**src/hdl/b64sd_pkg.sv**
```systemverilog
// types, constants and the character lookup of the base64 stream decoder
// no dependencies; imported by every decoder module
`timescale 1ns / 1ps

package b64sd_pkg;

    // pad character
    localparam logic [7:0] PAD_CHAR = 8'h3D;

    // sextet values of the two alphabet-dependent characters
    localparam logic [5:0] SEXTET_62 = 6'd62;
    localparam logic [5:0] SEXTET_63 = 6'd63;

    // index of the last byte a command carries
    localparam logic [1:0] LAST_IDX_ONE   = 2'd0;
    localparam logic [1:0] LAST_IDX_TWO   = 2'd1;
    localparam logic [1:0] LAST_IDX_THREE = 2'd2;

    // one decoded group handed from the front end to the back end
    typedef struct packed {
        logic [23:0] bytes;     // first byte in the top bits
        logic [1:0]  last_idx;  // index of the last byte to send
        logic        is_end;    // group closes the string
        logic        is_err;    // string rejected, single error result
    } b64sd_cmd_t;

    // queue status seen by both ends
    typedef struct packed {
        logic full;
        logic not_empty;
    } b64sd_qstat_t;

    // character to {valid, sextet}; sextet is zero when invalid
    function automatic logic [6:0] b64sd_sextet(input logic [7:0] c, input logic mode);
        logic [6:0] res;
        res = 7'd0;
        if (c inside {[8'h41:8'h5A]}) begin
            res = {1'b1, 6'(c - 8'h41)};
        end else if (c inside {[8'h61:8'h7A]}) begin
            res = {1'b1, 6'(c - 8'h61 + 8'd26)};
        end else if (c inside {[8'h30:8'h39]}) begin
            res = {1'b1, 6'(c - 8'h30 + 8'd52)};
        end else if (c == 8'h2B) begin
            res = {1'b1, SEXTET_62};
        end else if (c == 8'h2F) begin
            res = {1'b1, SEXTET_63};
        end else if (mode && (c == 8'h2D)) begin
            res = {1'b1, SEXTET_62};
        end else if (mode && (c == 8'h5F)) begin
            res = {1'b1, SEXTET_63};
        end
        return res;
    endfunction

endpackage

```
**src/hdl/b64sd_front.sv**
```systemverilog
// front end: accepts characters, gathers groups of four, decodes finished groups
// depends on b64sd_pkg; feeds b64sd_queue
`timescale 1ns / 1ps

module b64sd_front
    import b64sd_pkg::*;
(
    input  logic         aclk,
    input  logic         aresetn,
    input  logic         alphabet_mode,
    input  logic         s_tvalid,
    output logic         s_tready,
    input  logic [7:0]   s_tdata,     // [7:0] character
    input  logic         s_tlast,
    input  b64sd_qstat_t q_stat,
    output logic         push,
    output b64sd_cmd_t   push_cmd
);

    logic [7:0] group_chars_reg [3];
    logic [1:0] chars_held_reg;
    logic [1:0] chars_held_next;
    logic       error_seen_reg;
    logic       error_seen_next;

    logic       accept;
    logic [6:0] sx0, sx1, sx2, sxc;
    logic       grp_ok;
    logic       fin_ok;
    logic       fin_bad;

    // space in the queue for one more group
    assign s_tready = !q_stat.full;
    assign accept   = s_tvalid && s_tready;

    // lookups with the mode in force when the group completes
    assign sx0 = b64sd_sextet(group_chars_reg[0], alphabet_mode);
    assign sx1 = b64sd_sextet(group_chars_reg[1], alphabet_mode);
    assign sx2 = b64sd_sextet(group_chars_reg[2], alphabet_mode);
    assign sxc = b64sd_sextet(s_tdata, alphabet_mode);

    // group completion and command build
    always_comb begin
        chars_held_next = chars_held_reg;
        error_seen_next = error_seen_reg;
        push            = 1'b0;
        push_cmd        = '0;
        grp_ok          = sx0[6] && sx1[6] && sx2[6] && sxc[6];
        fin_ok          = 1'b0;
        fin_bad         = 1'b0;
        if (accept) begin
            if (!s_tlast) begin
                if (chars_held_reg != 2'd3) begin
                    chars_held_next = chars_held_reg + 2'd1;
                end else begin
                    chars_held_next   = 2'd0;
                    error_seen_next   = error_seen_reg || !grp_ok;
                    push              = !error_seen_next;
                    push_cmd.bytes    = {sx0[5:0], sx1[5:0], sx2[5:0], sxc[5:0]};
                    push_cmd.last_idx = LAST_IDX_THREE;
                end
            end else begin
                chars_held_next = 2'd0;
                error_seen_next = 1'b0;
                push            = 1'b1;
                push_cmd.is_end = 1'b1;
                case (chars_held_reg)
                    2'd0: begin
                        // lone leftover character
                        fin_ok = 1'b0;
                    end
                    2'd1: begin
                        fin_ok            = sx0[6] && sxc[6];
                        push_cmd.bytes    = {sx0[5:0], sxc[5:0], 12'd0};
                        push_cmd.last_idx = LAST_IDX_ONE;
                    end
                    2'd2: begin
                        fin_ok            = sx0[6] && sx1[6] && sxc[6];
                        push_cmd.bytes    = {sx0[5:0], sx1[5:0], sxc[5:0], 6'd0};
                        push_cmd.last_idx = LAST_IDX_TWO;
                    end
                    2'd3: begin
                        if (s_tdata == PAD_CHAR) begin
                            if (group_chars_reg[2] == PAD_CHAR) begin
                                // two pad characters stripped
                                fin_ok            = sx0[6] && sx1[6];
                                push_cmd.bytes    = {sx0[5:0], sx1[5:0], 12'd0};
                                push_cmd.last_idx = LAST_IDX_ONE;
                            end else begin
                                fin_ok            = sx0[6] && sx1[6] && sx2[6];
                                push_cmd.bytes    = {sx0[5:0], sx1[5:0], sx2[5:0], 6'd0};
                                push_cmd.last_idx = LAST_IDX_TWO;
                            end
                        end else begin
                            fin_ok            = grp_ok;
                            push_cmd.bytes    = {sx0[5:0], sx1[5:0], sx2[5:0], sxc[5:0]};
                            push_cmd.last_idx = LAST_IDX_THREE;
                        end
                    end
                    default: begin
                        fin_ok = 1'b0;
                    end
                endcase
                fin_bad = error_seen_reg || !fin_ok;
                if (fin_bad) begin
                    push_cmd.bytes    = 24'd0;
                    push_cmd.last_idx = LAST_IDX_ONE;
                    push_cmd.is_err   = 1'b1;
                end
            end
        end
    end

    // held characters of the current group
    always_ff @(posedge aclk) begin
        if (accept && !s_tlast && (chars_held_reg != 2'd3)) begin
            group_chars_reg[chars_held_reg] <= s_tdata;
        end
    end

    // group count and sticky error
    always_ff @(posedge aclk) begin
        if (!aresetn) begin
            chars_held_reg <= 2'd0;
            error_seen_reg <= 1'b0;
        end else begin
            chars_held_reg <= chars_held_next;
            error_seen_reg <= error_seen_next;
        end
    end

endmodule

```
**src/hdl/b64sd_queue.sv**
```systemverilog
// command queue between the front end and the back end
// depends on b64sd_pkg
`timescale 1ns / 1ps

module b64sd_queue
    import b64sd_pkg::*;
#(
    parameter int DEPTH = 4
)
(
    input  logic         aclk,
    input  logic         aresetn,
    input  logic         push,
    input  b64sd_cmd_t   push_cmd,
    input  logic         pop,
    output b64sd_cmd_t   pop_cmd,
    output b64sd_qstat_t q_stat
);

    localparam int AW = $clog2(DEPTH);
    localparam int CW = $clog2(DEPTH + 1);

    b64sd_cmd_t      entries_reg [DEPTH];
    logic [AW-1:0]   wr_ptr_reg;
    logic [AW-1:0]   rd_ptr_reg;
    logic [CW-1:0]   count_reg;
    logic [CW-1:0]   count_next;

    // status and head entry
    assign q_stat.full      = (count_reg == CW'(DEPTH));
    assign q_stat.not_empty = (count_reg != '0);
    assign pop_cmd          = entries_reg[rd_ptr_reg];

    always_comb begin
        count_next = count_reg;
        if (push && !pop) begin
            count_next = count_reg + CW'(1);
        end else if (!push && pop) begin
            count_next = count_reg - CW'(1);
        end
    end

    // entry storage
    always_ff @(posedge aclk) begin
        if (push) begin
            entries_reg[wr_ptr_reg] <= push_cmd;
        end
    end

    // pointers wrap at the depth
    always_ff @(posedge aclk) begin
        if (!aresetn) begin
            wr_ptr_reg <= '0;
            rd_ptr_reg <= '0;
            count_reg  <= '0;
        end else begin
            count_reg <= count_next;
            if (push) begin
                wr_ptr_reg <= (wr_ptr_reg == AW'(DEPTH - 1)) ? '0 : wr_ptr_reg + AW'(1);
            end
            if (pop) begin
                rd_ptr_reg <= (rd_ptr_reg == AW'(DEPTH - 1)) ? '0 : rd_ptr_reg + AW'(1);
            end
        end
    end

endmodule

```
**src/hdl/b64sd_back.sv**
```systemverilog
// back end: takes decoded groups from the queue and sends their bytes one by one
// depends on b64sd_pkg; fed by b64sd_queue
`timescale 1ns / 1ps

module b64sd_back
    import b64sd_pkg::*;
(
    input  logic         aclk,
    input  logic         aresetn,
    input  b64sd_qstat_t q_stat,
    input  b64sd_cmd_t   pop_cmd,
    output logic         pop,
    output logic         m_tvalid,
    input  logic         m_tready,
    output logic [7:0]   m_tdata,     // [7:0] data_byte
    output logic         m_tlast,
    output logic         m_tuser      // [0] decode_error
);

    b64sd_cmd_t cmd_reg;
    logic       cmd_valid_reg;
    logic [1:0] idx_reg;
    logic       m_tvalid_reg;
    logic [7:0] m_tdata_reg;
    logic       m_tlast_reg;
    logic       m_tuser_reg;

    logic       out_free;
    logic       emit;
    logic       at_last;
    logic       cmd_done;
    logic       load;
    logic [7:0] byte_sel;

    // one byte per transaction while the output slot is free
    assign out_free = !m_tvalid_reg || m_tready;
    assign emit     = cmd_valid_reg && out_free;
    assign at_last  = (idx_reg == cmd_reg.last_idx);
    assign cmd_done = emit && at_last;
    assign load     = q_stat.not_empty && (!cmd_valid_reg || cmd_done);
    assign pop      = load;

    // byte of the current group
    always_comb begin
        case (idx_reg)
            LAST_IDX_ONE:   byte_sel = cmd_reg.bytes[23:16];
            LAST_IDX_TWO:   byte_sel = cmd_reg.bytes[15:8];
            LAST_IDX_THREE: byte_sel = cmd_reg.bytes[7:0];
            default:        byte_sel = 8'd0;
        endcase
    end

    // current command
    always_ff @(posedge aclk) begin
        if (!aresetn) begin
            cmd_valid_reg <= 1'b0;
            idx_reg       <= 2'd0;
        end else if (load) begin
            cmd_valid_reg <= 1'b1;
            idx_reg       <= 2'd0;
        end else if (cmd_done) begin
            cmd_valid_reg <= 1'b0;
        end else if (emit) begin
            idx_reg <= idx_reg + 2'd1;
        end
    end

    always_ff @(posedge aclk) begin
        if (load) begin
            cmd_reg <= pop_cmd;
        end
    end

    // output register
    always_ff @(posedge aclk) begin
        if (!aresetn) begin
            m_tvalid_reg <= 1'b0;
        end else if (emit) begin
            m_tvalid_reg <= 1'b1;
        end else if (m_tready) begin
            m_tvalid_reg <= 1'b0;
        end
    end

    always_ff @(posedge aclk) begin
        if (emit) begin
            m_tdata_reg <= byte_sel;
            m_tlast_reg <= cmd_reg.is_end && at_last;
            m_tuser_reg <= cmd_reg.is_err;
        end
    end

    assign m_tvalid = m_tvalid_reg;
    assign m_tdata  = m_tdata_reg;
    assign m_tlast  = m_tlast_reg;
    assign m_tuser  = m_tuser_reg;

endmodule

```
**src/hdl/base64_stream_decoder_core.sv**
```systemverilog
// top level of the base64 stream decoder: front end, command queue, back end
// depends on b64sd_pkg, b64sd_front, b64sd_queue, b64sd_back
`timescale 1ns / 1ps

// Decodes a base64 string arriving as one character per transaction, with
// s_tlast on the last character. The block takes one character every cycle for
// as long as its command queue (QUEUE_DEPTH decoded groups) has room; s_tready
// drops only when that queue is full. Each completed group is decoded in the
// cycle its last character is taken and leaves as one to three bytes, one byte
// per cycle unless m_tready stalls it, via the command queue, a command
// register and an output register. An invalid character or a lone leftover
// character makes the string end in a single result with byte 0, m_tlast and
// m_tuser set. cfg_wr_data selects the alphabet: 0 standard, 1 also accepts
// '-' and '_'; write it between strings or mid-group only.

module base64_stream_decoder_core
    import b64sd_pkg::*;
#(
    parameter int QUEUE_DEPTH = 4
)
(
    input  logic       aclk,
    input  logic       aresetn,
    input  logic       cfg_wr_en,
    input  logic       cfg_wr_data,   // [0] alphabet_mode
    input  logic       s_tvalid,
    output logic       s_tready,
    input  logic [7:0] s_tdata,       // [7:0] character
    input  logic       s_tlast,       // final_char
    output logic       m_tvalid,
    input  logic       m_tready,
    output logic [7:0] m_tdata,       // [7:0] data_byte
    output logic       m_tlast,       // end_of_data
    output logic       m_tuser        // [0] decode_error
);

    logic         alphabet_mode_reg;
    logic         push;
    b64sd_cmd_t   push_cmd;
    logic         pop;
    b64sd_cmd_t   pop_cmd;
    b64sd_qstat_t q_stat;

    // alphabet register
    always_ff @(posedge aclk) begin
        if (!aresetn) begin
            alphabet_mode_reg <= 1'b0;
        end else if (cfg_wr_en) begin
            alphabet_mode_reg <= cfg_wr_data;
        end
    end

    b64sd_front u_front (
        .aclk          (aclk),
        .aresetn       (aresetn),
        .alphabet_mode (alphabet_mode_reg),
        .s_tvalid      (s_tvalid),
        .s_tready      (s_tready),
        .s_tdata       (s_tdata),
        .s_tlast       (s_tlast),
        .q_stat        (q_stat),
        .push          (push),
        .push_cmd      (push_cmd)
    );

    b64sd_queue #(
        .DEPTH (QUEUE_DEPTH)
    ) u_queue (
        .aclk     (aclk),
        .aresetn  (aresetn),
        .push     (push),
        .push_cmd (push_cmd),
        .pop      (pop),
        .pop_cmd  (pop_cmd),
        .q_stat   (q_stat)
    );

    b64sd_back u_back (
        .aclk     (aclk),
        .aresetn  (aresetn),
        .q_stat   (q_stat),
        .pop_cmd  (pop_cmd),
        .pop      (pop),
        .m_tvalid (m_tvalid),
        .m_tready (m_tready),
        .m_tdata  (m_tdata),
        .m_tlast  (m_tlast),
        .m_tuser  (m_tuser)
    );

endmodule

```
**config.mk**
```make
export PLATFORM = sky130hd
export DESIGN_NAME = base64_stream_decoder_core
export DESIGN_NICKNAME = d
export VERILOG_FILES = /design/src/hdl/b64sd_pkg.sv /design/src/hdl/b64sd_front.sv /design/src/hdl/b64sd_queue.sv /design/src/hdl/b64sd_back.sv /design/src/hdl/base64_stream_decoder_core.sv
export SDC_FILE = /design/constraint.sdc
export NUM_CORES = 1
export LEC_CHECK = 0
export ABC_AREA = 1
export BUFFER_PORTS_ARGS = -buffer_cell sky130_fd_sc_hd__buf_2
export CORE_MARGIN = 2
export CORE_UTILIZATION = 55
export CTS_CLUSTER_SIZE = 16
export DETAILED_ROUTE_END_ITERATION = 10
export GPL_ROUTABILITY_DRIVEN = 0
export PLACE_DENSITY_LB_ADDON = 0.12
export RECOVER_POWER = 25
export SETUP_SLACK_MARGIN = 0.02
export SLEW_MARGIN = 15
export SYNTH_ARGS = -nofsm -noshare
export SYNTH_HDL_FRONTEND = slang
export SYNTH_SLANG_ARGS = --single-unit
```
**constraint.sdc**
```tcl
create_clock -name aclk -period 3.5 [get_ports aclk]
set_input_delay 0.175 -clock aclk [delete_from_list [all_inputs] [get_ports aclk]]
set_output_delay 0.175 -clock aclk [all_outputs]
set_load 0.02 [all_outputs]
```
==> flow_summary.toml <==
[worst_hold_path]
holdPathStages = 4
hp-start = "m_tready"
hold_end = "u_back.m_tvalid"
hold_class = "input port to register"

[final_layout]
n_antenna_cell = 0
multi_input_area_um2 = 3800
drive_above_1_share_pct = 7.64
final-seq-area_um2 = 5530
fill_cells = 1513
num-nets-final = 1137
layout_commonest_cell = "nand2_1"
largest_reg_flops = 112
final_cell_mix = "191 x nand2_1, 174 x edfxtp_1, 128 x nor2_1"
syn_to_final_growth_pct = 10.5
fin_util_pct = 61.4

[sta]
rsz0062_at_grt = "false"
worst_pin_slew_ps = 1560
setup_viol = 0
holdWs_ps = 22.8
max_clock_freq_mhz = 325
finalMaxSlewViolations = 29
hold_viol = 0
period_minus_slack_ps = 3080
relSlewSlack_pct = -4.09
finalClockSkew_ps = 10.7
setup-tns-final_ps = 0
post-route-period-util_pct = 88.0

[logic_synthesis]
synth_cells = 1038
synth_top_area_share_pct = 52.9
syn_nets = 1101
yosysSeqAreaShare_pct = 55.9
synth_area_leaders = "edfxtp_1 53%, nand2_1 7.3%, ha_1 6.0%"
yosysTopAreaCell = "edfxtp_1"
syn-cell-area_um2 = 9880
syn_area_per_cell_um2 = 9.51
yosys_warnings = 0
ys_types = 37
synth-seq-cells = 189

[setup_path]
ff2ff_setup_slack_ps = 430
arrival_ps = 3400
critPathKind = "input port to register"
startpoint_type = "input port"
worstPathRequired_ps = 3820
crit_path_end_kind = "register"
reg2reg_depth = 20
worst-path-max-fanout = 7
r2r_end = "u_queue.count_reg[2]"
r2r_start = "u_front.group_chars_reg[1][2]"

[clock_tree]
cts.sinks = 189
tritoncts = "yes"
cts_buffer_depth = 2
cts_made_buffers = 17
clkLatencyLatePin_ps = 430
root_buffer = "clkbuf_16"
path_clk_slew_ps = 70
h-tree-depth = 4

[power_and_ir_drop]
pwr-share-seq_pct = 47.8
power_frac_comb_pct = 23.5
p_leak_nw = 4.31
vdd.ir_drop.worst_uv = 416
p_switching_mw = 2.11
power_mw = 6.54
power_density_nw_per_um2 = 599
internal_power_mw = 4.43
pwr-share-clk_pct = 28.7
switching_share_pct = 32.3

[route]
antenna_left = 0
viasPerCell = 5.43
num_vias = 7143
first_iter_violations = 427
wl_per_cell_um = 16.0
firstDrtPassIters = 5
drcViolationCount = 0
routed_wl_um = 21000

[flow_run]
drv_cap = 1

[global_route]
grt_max_degree = 58
grt_overflow = 0
grt_usage_pct = 22.8
first_global_vias = 6739
grt_pass1_wl_um = 34500
antenna_found_initial = 0

[floorplan]
die_h_um = 138
core_area_um2 = 17800
start_util_pct = 55.5
row_count = 49
dieArea_um2 = 19000
pin_count = 27
die_w_um = 138

[placement]
hpwl_um = 14700
numPortBuffers = 26

[run_status]
violations = "max-capacitance violations, max-slew violations"
status = "finished with violations"
-- per-layer routing --
metal	track usage [%]	wire length [um]
met1	29.5	9240
met2	39.1	10500
met3	3.88	859
met5	0	0
met4	7.79	382
-- logic make-up after synthesis --
family / after synthesis / synth area share (%)
buffers and inverters: 142 / 5.68
XOR/XNOR: 28 / 2.48
adder cells (fa/ha/maj): 48 / 6.16
AO/OA/AOI/OAI: 220 / 12.2
AND/OR/NAND/NOR: 411 / 17.6
flip-flops: 189 / 55.9
-- cell usage after synthesis --
master    instances
clkinv_1          1
buf_4             1
o21ai_0         117
ha_1             47
o31ai_1           3
a211oi_1          1
nand3_2           5
xor2_1           23
nor3_4            1
dfxtp_1          15
a21boi_2          1
o221ai_1          1
nand2_1         192
o22ai_1          34
inv_1           106
a32oi_1           1
buf_6             3
fa_1              1
inv_2             7
nor3_1            6
clkbuf_1         23
nand4_1           8
a21oi_1          44
o211ai_1          9
nor2_2            3
clkbuf_2          1
nand3b_2          1
xnor2_1           5
a31oi_1           4
o21ai_1           3
nand3_1          54
or2_2             1
nor2_1          132
o21ai_2           2
edfxtp_1        174
nor2_4            3
nand2_2           5
-- area by class of cell --
class,count,share of cell area (%)
Multi-Input combinational cell,707,34.8
Tap cell,229,2.63
Clock buffer,18,3.93
Inverter,114,3.92
Clock inverter,14,1.40
Sequential cell,189,50.6
Timing Repair Buffer,45,2.64
-- worst max-delay path, cell delays in order --
cell and delay, ps:
dlygate4sd3_1 530, buf_2 150, buf_4 170, ha_1 230, inv_1 90, nand2_1 70
nand2_1 60, nand2_1 50, nand2_1 80, nand2_1 140, nand2_1 140, nor2_1 90
nor2_2 130, nand4_1 120, nand2_2 130, ha_1 170, inv_1 70, fa_1 370
a21oi_1 140, o21ai_0 110, o21ai_1 130, a21oi_1 50
-- power groups by stage --
stage          registers, mW  clock network [mW]  logic (mW)
6_report                3.13                1.88        1.54
5_1_grt                 3.16                2.00        1.75
4_1_cts                 3.12                1.90        1.58
3_5_place_dp            3.17                   0        1.57
3_3_place_gp            3.17                   0        1.56
2_1_floorplan           3.18                   0        1.05
-- how the worst max path moves through the flow --
stage | from | to | slack [ps] | depth (start not counted)
after floorplan | u_back.idx_reg[0] | u_queue.count_reg[1] | 50 | 11
after global placement | u_front.group_chars_reg[0][2] | u_queue.count_reg[2] | 440 | 20
after detailed placement | u_front.group_chars_reg[0][2] | u_queue.count_reg[2] | 360 | 20
after CTS | u_front.group_chars_reg[0][2] | u_queue.count_reg[2] | 330 | 20
after global routing | s_tdata[2] | u_queue.count_reg[2] | 40 | 22
final | s_tdata[2] | u_queue.count_reg[2] | 420 | 22
-- timing repair --
| action | in CTS | in global routing |
|---|---|---|
| setup buffers | 0 | 2 |
| resized for setup | 0 | 2 |
| hold buffers | 3 | 0 |
| hold endpoints to repair | 3 | 0 |
| endpoints found under the setup margin | 0 | 1 |
-- through the flow --
| stage | instance area, um2 | std cells | worst slack, ps |
|---|---|---|---|
| 2_1_floorplan | 9880 | 1038 | 54.8 |
| 3_3_place_gp | 10300 | 1279 | 439 |
| 3_5_place_dp | 10300 | 1279 | 356 |
| 4_1_cts | 10900 | 1314 | 335 |
| 5_1_grt | 10900 | 1316 | 36.1 |
| 6_report | 10900 | 1316 | 419 |
No activity file was read; power rests on OpenSTA's default activity.
